===== config.mk =====
export PLATFORM = sky130hd
export DESIGN_NAME = border_connected_region_fill_flat
export DESIGN_NICKNAME = d
export VERILOG_FILES = /design/src/sv/bcrf_pkg.sv /design/src/sv/bcrf_in_if.sv /design/src/sv/bcrf_out_if.sv /design/src/sv/border_connected_region_fill.sv /design/src/sv/bcrf_ram.sv /design/src/sv/bcrf_row_unit.sv /design/src/flat_wrapper.sv
export VERILOG_INCLUDE_DIRS = /design/src /design/src/sv
export SDC_FILE = /design/constraint.sdc
export NUM_CORES = 2
export LEC_CHECK = 0
export BUFFER_PORTS_ARGS = -buffer_cell sky130_fd_sc_hd__buf_2
export CAP_MARGIN = 20
export CORE_ASPECT_RATIO = 0.9
export CORE_UTILIZATION = 50
export CTS_CLUSTER_SIZE = 28
export DETAILED_ROUTE_END_ITERATION = 10
export GPL_TIMING_DRIVEN = 0
export HOLD_SLACK_MARGIN = 0.12
export PLACE_DENSITY = 0.65
export SLEW_MARGIN = 20
export SYNTH_ARGS = -nofsm -noshare
export SYNTH_HDL_FRONTEND = slang
export SYNTH_SLANG_ARGS = --single-unit

===== constraint.sdc =====
create_clock -name clk -period 8.3 [get_ports clk]
set_input_delay 1.245 -clock clk [delete_from_list [all_inputs] [get_ports clk]]
set_output_delay 1.245 -clock clk [all_outputs]
set_load 0.02 [all_outputs]

===== src/sv/border_connected_region_fill_assert.svh =====
// assertion macros for the region fill block
`ifndef BORDER_CONNECTED_REGION_FILL_ASSERT_SVH
`define BORDER_CONNECTED_REGION_FILL_ASSERT_SVH

// same-cycle implication
`define BCRF_ASSERT_IMP(label, clk, rst_n, ante, cons) \
	label: assert property (@(posedge clk) disable iff (!rst_n) (ante) |-> (cons)) \
		else $error("bcrf assertion failed");

// next-cycle implication
`define BCRF_ASSERT_NXT(label, clk, rst_n, ante, cons) \
	label: assert property (@(posedge clk) disable iff (!rst_n) (ante) |=> (cons)) \
		else $error("bcrf assertion failed");

`endif


===== src/sv/bcrf_pkg.sv =====
`timescale 1ns / 1ps
package bcrf_pkg;
	localparam int ROW_W = 32;
	localparam int CNT_W = 6;
	localparam int CFG_IDX_W = 1;
	localparam int CFG_W = 6;

	localparam logic [CFG_IDX_W-1:0] CFG_GRID_ROWS = 1'd0;
	localparam logic [CFG_IDX_W-1:0] CFG_GRID_COLS = 1'd1;

	typedef logic [ROW_W-1:0] row_t;

	typedef struct packed {
		logic init;
		row_t open;
		row_t cur;
		row_t nbr;
		row_t seed;
		row_t mask;
	} row_in_t;

	typedef struct packed {
		row_t nxt;
		logic changed;
	} row_out_t;
endpackage


===== src/sv/bcrf_in_if.sv =====
`timescale 1ns / 1ps
interface bcrf_in_if
	import bcrf_pkg::*;
();
	logic valid;
	logic ready;
	row_t row_cells;

	modport source (output valid, output row_cells, input ready);
	modport sink (input valid, input row_cells, output ready);
endinterface


===== src/sv/bcrf_out_if.sv =====
`timescale 1ns / 1ps
interface bcrf_out_if
	import bcrf_pkg::*;
();
	logic valid;
	logic ready;
	row_t out_cells;
	logic last_row;

	modport source (output valid, output out_cells, output last_row, input ready);
	modport sink (input valid, input out_cells, input last_row, output ready);
endinterface


===== src/sv/border_connected_region_fill.sv =====
// rows load one word per cycle, only in the load state; fill begins after the last row
// fill: sweeps alternate down and up over the reach memory, each row read then updated,
// ending after a down and an up sweep without change; sweeps >= 3
// results: each row via reach memory read port and output register, held until taken
// reset: grid size 32 x 32, row count and sequencer cleared; memories are not cleared
`timescale 1ns / 1ps
module border_connected_region_fill
	import bcrf_pkg::*;
#(
	parameter int MAX_ROWS = 32,
	parameter int MAX_COLS = 32
) (
	input  logic                 clk,
	input  logic                 arst_n,
	input  logic                 cfg_we,
	input  logic [CFG_IDX_W-1:0] cfg_idx,
	input  logic [CFG_W-1:0]     cfg_data,
	bcrf_in_if.sink              in_ch,
	bcrf_out_if.source           out_ch
);
	`include "border_connected_region_fill_assert.svh"

	localparam int ROW_LIM = (MAX_ROWS > ROW_W) ? ROW_W : MAX_ROWS;
	localparam int COL_LIM = (MAX_COLS > ROW_W) ? ROW_W : MAX_COLS;
	localparam int AW = (ROW_LIM > 1) ? $clog2(ROW_LIM) : 1;
	localparam int DEPTH = 1 << AW;

	localparam logic [2:0] S_LOAD      = 3'd0;
	localparam logic [2:0] S_RD        = 3'd1;
	localparam logic [2:0] S_UPD       = 3'd2;
	localparam logic [2:0] S_EMIT_RD   = 3'd3;
	localparam logic [2:0] S_EMIT_LD   = 3'd4;
	localparam logic [2:0] S_EMIT_WAIT = 3'd5;

	logic [2:0]       state_q;
	logic [CFG_W-1:0] grid_rows_q, grid_cols_q;
	logic [CNT_W-1:0] loaded_q, idx_q;
	logic             dir_q, first_q, chg_q, quiet_q;
	row_t             prev_q;
	logic             out_valid_q, out_last_q;
	row_t             out_cells_q;

	logic [CNT_W-1:0] rows_eff, cols_eff, load_idx, rows_m1;
	row_t             mask, edge_bits, open_rd, reach_rd;
	logic             in_acc, out_acc, sweep_end, sweep_chg;
	row_in_t          unit_in;
	row_out_t         unit_out;

	always_comb begin
		rows_eff = grid_rows_q;
		if (rows_eff == '0) rows_eff = CNT_W'(1);
		if (rows_eff > CNT_W'(ROW_LIM)) rows_eff = CNT_W'(ROW_LIM);
		cols_eff = grid_cols_q;
		if (cols_eff == '0) cols_eff = CNT_W'(1);
		if (cols_eff > CNT_W'(COL_LIM)) cols_eff = CNT_W'(COL_LIM);
		rows_m1 = rows_eff - CNT_W'(1);
		mask = (cols_eff >= CNT_W'(ROW_W)) ? '1
			: ROW_W'(({{ROW_W{1'b0}}, 1'b1} << cols_eff) - {{ROW_W{1'b0}}, 1'b1});
		edge_bits = ROW_W'(1) | (ROW_W'(1) << (cols_eff - CNT_W'(1)));
		load_idx = (loaded_q >= rows_eff) ? rows_m1 : loaded_q;
	end

	assign in_acc = in_ch.valid && in_ch.ready;
	assign out_acc = out_ch.valid && out_ch.ready;
	assign in_ch.ready = (state_q == S_LOAD);
	assign out_ch.valid = out_valid_q;
	assign out_ch.out_cells = out_cells_q;
	assign out_ch.last_row = out_last_q;

	bcrf_ram #(.WIDTH(ROW_W), .DEPTH(DEPTH)) u_open_ram (
		.clk   (clk),
		.we    (in_acc),
		.waddr (load_idx[AW-1:0]),
		.wdata (in_ch.row_cells & mask),
		.raddr (idx_q[AW-1:0]),
		.rdata (open_rd)
	);

	bcrf_ram #(.WIDTH(ROW_W), .DEPTH(DEPTH)) u_reach_ram (
		.clk   (clk),
		.we    (state_q == S_UPD),
		.waddr (idx_q[AW-1:0]),
		.wdata (unit_out.nxt),
		.raddr (idx_q[AW-1:0]),
		.rdata (reach_rd)
	);

	always_comb begin
		unit_in.init = first_q;
		unit_in.open = open_rd;
		unit_in.cur = reach_rd;
		unit_in.nbr = prev_q;
		unit_in.seed = (idx_q == '0 || idx_q == rows_m1) ? mask : edge_bits;
		unit_in.mask = mask;
	end

	bcrf_row_unit u_row_unit (
		.op  (unit_in),
		.res (unit_out)
	);

	assign sweep_end = dir_q ? (idx_q == '0) : (idx_q == rows_m1);
	assign sweep_chg = chg_q || unit_out.changed || first_q;

	always_ff @(posedge clk or negedge arst_n) begin
		if (!arst_n) begin
			grid_rows_q <= CFG_W'(32);
			grid_cols_q <= CFG_W'(32);
		end else if (cfg_we) begin
			unique case (cfg_idx)
				CFG_GRID_ROWS: grid_rows_q <= cfg_data;
				CFG_GRID_COLS: grid_cols_q <= cfg_data;
				default: ;
			endcase
		end
	end

	always_ff @(posedge clk or negedge arst_n) begin
		if (!arst_n) begin
			state_q <= S_LOAD;
			loaded_q <= '0;
			idx_q <= '0;
			dir_q <= 1'b0;
			first_q <= 1'b0;
			chg_q <= 1'b0;
			quiet_q <= 1'b0;
			out_valid_q <= 1'b0;
			out_last_q <= 1'b0;
		end else begin
			unique case (state_q)
				S_LOAD: begin
					if (in_acc) begin
						if (load_idx + CNT_W'(1) == rows_eff) begin
							loaded_q <= '0;
							idx_q <= '0;
							dir_q <= 1'b0;
							first_q <= 1'b1;
							chg_q <= 1'b0;
							quiet_q <= 1'b0;
							state_q <= S_RD;
						end else begin
							loaded_q <= load_idx + CNT_W'(1);
						end
					end
				end
				S_RD: begin
					state_q <= S_UPD;
				end
				S_UPD: begin
					if (!sweep_end) begin
						chg_q <= chg_q || unit_out.changed;
						idx_q <= dir_q ? idx_q - CNT_W'(1) : idx_q + CNT_W'(1);
						state_q <= S_RD;
					end else if (!sweep_chg && quiet_q) begin
						idx_q <= '0;
						state_q <= S_EMIT_RD;
					end else begin
						quiet_q <= !sweep_chg;
						dir_q <= !dir_q;
						first_q <= 1'b0;
						chg_q <= 1'b0;
						state_q <= S_RD;
					end
				end
				S_EMIT_RD: begin
					state_q <= S_EMIT_LD;
				end
				S_EMIT_LD: begin
					out_valid_q <= 1'b1;
					out_last_q <= (idx_q == rows_m1);
					state_q <= S_EMIT_WAIT;
				end
				S_EMIT_WAIT: begin
					if (out_acc) begin
						out_valid_q <= 1'b0;
						if (out_last_q) begin
							idx_q <= '0;
							state_q <= S_LOAD;
						end else begin
							idx_q <= idx_q + CNT_W'(1);
							state_q <= S_EMIT_RD;
						end
					end
				end
				default: state_q <= S_LOAD;
			endcase
		end
	end

	// payload registers
	always_ff @(posedge clk) begin
		if (state_q == S_UPD) begin
			prev_q <= sweep_end ? '0 : unit_out.nxt;
		end else if (state_q == S_LOAD) begin
			prev_q <= '0;
		end
		if (state_q == S_EMIT_LD) begin
			out_cells_q <= reach_rd & mask;
		end
	end

	`BCRF_ASSERT_NXT(a_last_frees_input, clk, arst_n, out_acc && out_ch.last_row, in_ch.ready)
	`BCRF_ASSERT_IMP(a_no_overlap, clk, arst_n, out_ch.valid, !in_ch.ready)
	`BCRF_ASSERT_IMP(a_sweep_in_grid, clk, arst_n, state_q == S_RD || state_q == S_UPD, idx_q < rows_eff)
endmodule


===== src/sv/bcrf_ram.sv =====
`timescale 1ns / 1ps
module bcrf_ram #(
	parameter int WIDTH = 32,
	parameter int DEPTH = 32
) (
	input  logic                     clk,
	input  logic                     we,
	input  logic [$clog2(DEPTH)-1:0] waddr,
	input  logic [WIDTH-1:0]         wdata,
	input  logic [$clog2(DEPTH)-1:0] raddr,
	output logic [WIDTH-1:0]         rdata
);
	logic [WIDTH-1:0] mem_q [DEPTH];

	always_ff @(posedge clk) begin
		if (we) begin
			mem_q[waddr] <= wdata;
		end
		rdata <= mem_q[raddr];
	end
endmodule


===== src/sv/bcrf_row_unit.sv =====
`timescale 1ns / 1ps
module bcrf_row_unit
	import bcrf_pkg::*;
(
	input  row_in_t  op,
	output row_out_t res
);
	function automatic row_t rev(input row_t v);
		row_t r;
		for (int i = 0; i < ROW_W; i++) begin
			r[i] = v[ROW_W-1-i];
		end
		return r;
	endfunction

	// seeds plus every open bit that a carry from a seed reaches
	function automatic row_t run_fill(input row_t ov, input row_t sv);
		row_t c;
		c = (ov + sv) ^ ov ^ sv;
		return ov & (sv | c);
	endfunction

	row_t o, base, s, up, ro, rs, dn, nxt;

	always_comb begin
		o = op.open & op.mask;
		base = op.init ? (o & op.seed) : op.cur;
		s = (base | op.nbr) & o;
		// carry runs through each open run from its seeds toward the msb
		up = run_fill(o, s);
		ro = rev(o);
		rs = rev(s);
		dn = rev(run_fill(ro, rs));
		nxt = up | dn;
		res.nxt = nxt;
		res.changed = (nxt != op.cur);
	end
endmodule

===== src/flat_wrapper.sv =====
// flat-port wrapper written by rule: the top's interface ports become plain ports
module border_connected_region_fill_flat import bcrf_pkg::*;
#(
	parameter int MAX_ROWS = 32,
	parameter int MAX_COLS = 32
)
  (clk, arst_n, cfg_we, cfg_idx, cfg_data, in_ch_valid, in_ch_row_cells, in_ch_ready, out_ch_valid, out_ch_out_cells, out_ch_last_row, out_ch_ready);
  bcrf_in_if in_ch_i ();
  bcrf_out_if out_ch_i ();
  input  logic clk;
  input  logic arst_n;
  input  logic cfg_we;
  input  logic [CFG_IDX_W-1:0] cfg_idx;
  input  logic [CFG_W-1:0] cfg_data;
  input wire logic [$bits(in_ch_i.valid)-1:0] in_ch_valid;
  input wire logic [$bits(in_ch_i.row_cells)-1:0] in_ch_row_cells;
  output wire logic [$bits(in_ch_i.ready)-1:0] in_ch_ready;
  output wire logic [$bits(out_ch_i.valid)-1:0] out_ch_valid;
  output wire logic [$bits(out_ch_i.out_cells)-1:0] out_ch_out_cells;
  output wire logic [$bits(out_ch_i.last_row)-1:0] out_ch_last_row;
  input wire logic [$bits(out_ch_i.ready)-1:0] out_ch_ready;
  assign in_ch_i.valid = in_ch_valid;
  assign in_ch_i.row_cells = in_ch_row_cells;
  assign in_ch_ready = in_ch_i.ready;
  assign out_ch_valid = out_ch_i.valid;
  assign out_ch_out_cells = out_ch_i.out_cells;
  assign out_ch_last_row = out_ch_i.last_row;
  assign out_ch_i.ready = out_ch_ready;
  border_connected_region_fill #(.MAX_ROWS(MAX_ROWS), .MAX_COLS(MAX_COLS)) u_core (.clk(clk), .arst_n(arst_n), .cfg_we(cfg_we), .cfg_idx(cfg_idx), .cfg_data(cfg_data), .in_ch(in_ch_i), .out_ch(out_ch_i));
endmodule

==> flow_metrics.env <==
export IMPL_peakVddDrop_v=0.0002042
export IMPL_rsz0062_at_grt="false"
export IMPL_areaGrowthSynthToFinish_pct=17.15
export IMPL_whs_ps=514.7
export IMPL_htreeDepth=4
export IMPL_yosys_warnings=0
export IMPL_path_class="flop to flop"
export IMPL_cts_buffer_depth=3
export IMPL_cts_tree="yes"
export IMPL_ant_nets=0
export IMPL_timing_fmax_mhz=119.1
export IMPL_r2r_cells=22
export IMPL_skew_ps=74.26
export IMPL_power_switching_mw=7.588
export IMPL_routed_wirelength_um=314000
export IMPL_synthDistinctLibCells=111
export IMPL_path_max_fanout=10
export IMPL_dp_cells=7401
export IMPL_fin_crit_sh=1.011
export IMPL_die_height_um=403.3
export IMPL_ys_seq_area_frac=0.7326
export IMPL_path_cells="clkbuf_2, clkbuf_2, clkbuf_4, inv_1, ha_1, nand2b_1, nor2_1, clkbuf_1, nor2_1, o31ai_1, o21ai_0, a21o_1, and3_1, a211oi_2, o21ai_1, mux2i_1, or4_1, nor4_1, and4bb_1, nand2_1, nor3_2, o22ai_1"
export IMPL_drtIter0Drc=9804
export IMPL_antenna_found_initial=25
export IMPL_syn_avg_cell_area_um2=18.72
export IMPL_nets=5309
export IMPL_crit_buf_inv=5
export IMPL_synth_seq_cells=2209
export IMPL_synth_nets=4839
export IMPL_finalHoldViolations=0
export IMPL_setup_violations=7
export IMPL_final_cell_mix="2112 x edfxtp_1, 512 x mux4_2, 256 x a22oi_1, 212 x clkbuf_16, 171 x clkbuf_1"
export IMPL_rr_startpoint="u_core.idx_q[0]$_DFFE_PN0P_"
export IMPL_ys_flop_type="edfxtp_1"
export IMPL_die_x_um=447.8
export IMPL_grt_usage=0.3487
export IMPL_drv_cap=0
export IMPL_status="finished with violations"
export IMPL_port_buffers=77
export IMPL_firstDrtPassIters=6
export IMPL_critical_path_max_stage_delay_ps=680
export IMPL_syn_inst=4778
export IMPL_cp_start_kind="flop"
export IMPL_combPwrFrac=0.157
export IMPL_io_pins=79
export IMPL_arrival_ps=9100
export IMPL_cts_made_buffers=207
export IMPL_seqPwrFrac=0.493
export IMPL_worst_slack_ps=-93.70
export IMPL_violations="setup timing"
export IMPL_first_global_vias=51550
export IMPL_grt_pass1_wl_um=426600
export IMPL_cellLeakagePower_nw=32.65
export IMPL_grt_max_degree=35
export IMPL_p_sw_frac=0.2752
export IMPL_clock_sinks=2209
export IMPL_cp_required_ps=9000
export IMPL_netlist_area_um2=89450
export IMPL_gp_congestion=1.024
export IMPL_clk_pin_slew_ps=60
export IMPL_drc=0
export IMPL_root_buffer="clkbuf_16"
export IMPL_final_common_cell="edfxtp_1"
export IMPL_start_util=0.5058
export IMPL_hpwlAfterDp_um=223000
export IMPL_overflow=0
export IMPL_critPathSlowestCell="nor2_1"
export IMPL_clk_latency_ps=870
export IMPL_synth_async_reset_ratio=0.01494
export IMPL_rrSetupSlack_ps=-90
export IMPL_synth_edf_count=2112
export IMPL_rr_endpoint="u_core.idx_q[1]$_DFFE_PN0P_"
export IMPL_drive_gt1_frac=0.2567
export IMPL_crit_family="simple AND/OR/NAND/NOR gates"
export IMPL_p_per_area_nw_per_um2=263.1
export IMPL_design_die_area_um2=180600
export IMPL_via_count=54580
export IMPL_min_path_type="primary input to async pin"
export IMPL_avgRoutedWirePerCell_um=40.22
export IMPL_core_area_um2=176800
export IMPL_fin_crit_ps=8394
export IMPL_end_kind="flop"
export IMPL_rows=146
export IMPL_finalMaxSlewViolations=0
export IMPL_internal_power_mw=19.98
export IMPL_worst_pin_slew_ps=1275
export IMPL_fin_cells=7808
export IMPL_viasPerCell=6.990
export IMPL_slew_headroom=0.1480
export IMPL_clockPowerShare=0.350
state kept, by name (all words and copies together), names as in the netlist:
signal / cells
u_core.first_q: 1
u_core.chg_q: 1
u_core.quiet_q: 1
u_core.out_ch.valid: 1
u_core.u_reach_ram.rdata: 32
u_core.dir_q: 1
u_core.grid_rows_q: 6
u_core.out_ch.last_row: 1
u_core.prev_q: 32
u_core.grid_cols_q: 6
u_core.u_open_ram.rdata: 32
u_core.state_q: 3
u_core.idx_q: 6
u_core.u_reach_ram.mem_q: 1024
u_core.out_ch.out_cells: 32
u_core.u_open_ram.mem_q: 1024
u_core.loaded_q: 6
routing by layer:
metal / track usage / vias up / wire [um]
met5: 0 / - / 206
met3: 0.09240 / 697 / 41860
met4: 0.1608 / 16 / 16710
met1: 0.4981 / 28510 / 118100
met2: 0.5036 / 4338 / 137100
li1: - / 21020 / -
logic make-up (layout without fill, tap and decap cells):
family,count (synthesis),count (layout),synth area share
xor gates and xnor gates,22,22,0.002392
AOI/OAI and AO/OA,824,824,0.06594
other,1,19,0.00004192
buffers and inverters,293,937,0.01318
and+or+nand+nor,870,870,0.05097
muxes,542,542,0.1325
adders and majority gates,17,17,0.002378
DFF,2209,2209,0.7326
power by group through the flow:
stage | clock network (mW) | registers [mW] | logic [mW]
floorplan | 0 | 13.7 | 1.96
global placement | 0 | 13.9 | 3.44
detailed placement | 0 | 13.8 | 4.12
CTS | 9.68 | 13.6 | 4.14
global route | 10.1 | 13.6 | 4.42
finish | 9.65 | 13.6 | 4.32
worst reg2reg max path, cell delays in order (launching register included):
cell and delay, ps:
dfrtp_1 400, clkbuf_2 260, clkbuf_2 340, clkbuf_4 390, inv_1 250, ha_1 280, nand2b_1 210, nor2_1 690
clkbuf_1 620, nor2_1 110, o31ai_1 520, o21ai_0 470, a21o_1 350, and3_1 180, a211oi_2 490, o21ai_1 240
mux2i_1 290, or4_1 570, nor4_1 520, and4bb_1 420, nand2_1 150, nor3_2 340, o22ai_1 150
layout make-up:
cell class | count | area, um^2
multi-input cells | 2276 | 23660
repair buffers | 261 | 4487
inverters | 48 | 180.2
well taps | 2368 | 2963
flip-flops and latches | 2209 | 65530
diodes | 18 | 45.04
fillers | 12790 | 72040
plain buffers | 245 | 1100
clock buffers | 282 | 5678
clock inverters | 101 | 1149
worst max path at each step:
stage / start / to / slack, ps / cells after the start
after global placement: u_core.idx_q[0]$_DFFE_PN0P_ / u_core.idx_q[1]$_DFFE_PN0P_ / -3430 / 20
after global routing: u_core.grid_cols_q[4]$_DFFE_PN0P_ / u_core.idx_q[1]$_DFFE_PN0P_ / 10 / 24
after floorplan: u_core.idx_q[0]$_DFFE_PN0P_ / u_core.idx_q[3]$_DFFE_PN0P_ / 1980 / 21
final: u_core.idx_q[0]$_DFFE_PN0P_ / u_core.idx_q[1]$_DFFE_PN0P_ / -90 / 22
after detailed placement: u_core.grid_cols_q[5]$_DFFE_PN1P_ / u_core.idx_q[1]$_DFFE_PN0P_ / -1140 / 25
after CTS: u_core.grid_cols_q[5]$_DFFE_PN1P_ / u_core.idx_q[1]$_DFFE_PN0P_ / 20 / 25
Yosys cell counts, drive strengths merged, types with 12 or more instances:
| cell type | n | area (um^2) |
|---|---|---|
| edfxtp | 2112 | 63420 |
| mux4 | 512 | 11530 |
| a22oi | 257 | 1929 |
| nor2 | 218 | 820.8 |
| clkbuf | 157 | 589.3 |
| nand2 | 147 | 551.8 |
| o21ai | 120 | 604.3 |
| a21oi | 116 | 580.6 |
| buf | 88 | 409.1 |
| nor3 | 82 | 420.4 |
| nand4 | 79 | 500.5 |
| and2 | 69 | 434.2 |
| dfxtp | 64 | 1281 |
| nor2b | 49 | 306.5 |
| inv | 48 | 180.2 |
| nand3 | 44 | 225.2 |
| a21o | 35 | 262.8 |
| a31oi | 34 | 234.0 |
| dfrtp | 31 | 775.7 |
| nor4 | 31 | 221.5 |
| or3 | 30 | 187.7 |
| nand2b | 26 | 162.7 |
| o21a | 23 | 172.7 |
| and3 | 21 | 131.4 |
| a211oi | 19 | 175.2 |
| o31ai | 18 | 135.1 |
| or2 | 18 | 112.6 |
| ha | 17 | 212.7 |
| mux2 | 15 | 168.9 |
| mux2i | 15 | 150.1 |
| o2111ai | 15 | 131.4 |
| or4 | 15 | 112.6 |
| a31o | 14 | 122.6 |
| o31a | 14 | 122.6 |
| o22ai | 13 | 81.33 |
| xnor2 | 13 | 113.9 |
| a221oi | 12 | 117.6 |
stage by stage:
stage	instance area (um^2)	power, mW	util	worst slack (ps)	TNS (ps)
after floorplan	89450	15.70	-	1983	0
after global placement	92800	17.35	0.5248	-3430	-1203610
after detailed placement	97710	17.94	0.5526	-1137	-9237
after CTS	104600	27.40	0.5914	22.38	0
after global routing	104700	28.12	0.5923	9.724	0
final	104800	27.57	0.5926	-93.70	-429.2
repair_timing:
item / 4_1_cts / 5_1_grt
hold buffers: 0 / 0
pin swaps: 0 / 2
buffers inserted: 0 / 3
resized for setup: 12 / 13
endpoints found under the setup margin: 9 / 9
(Power assumes the default switching activity.)
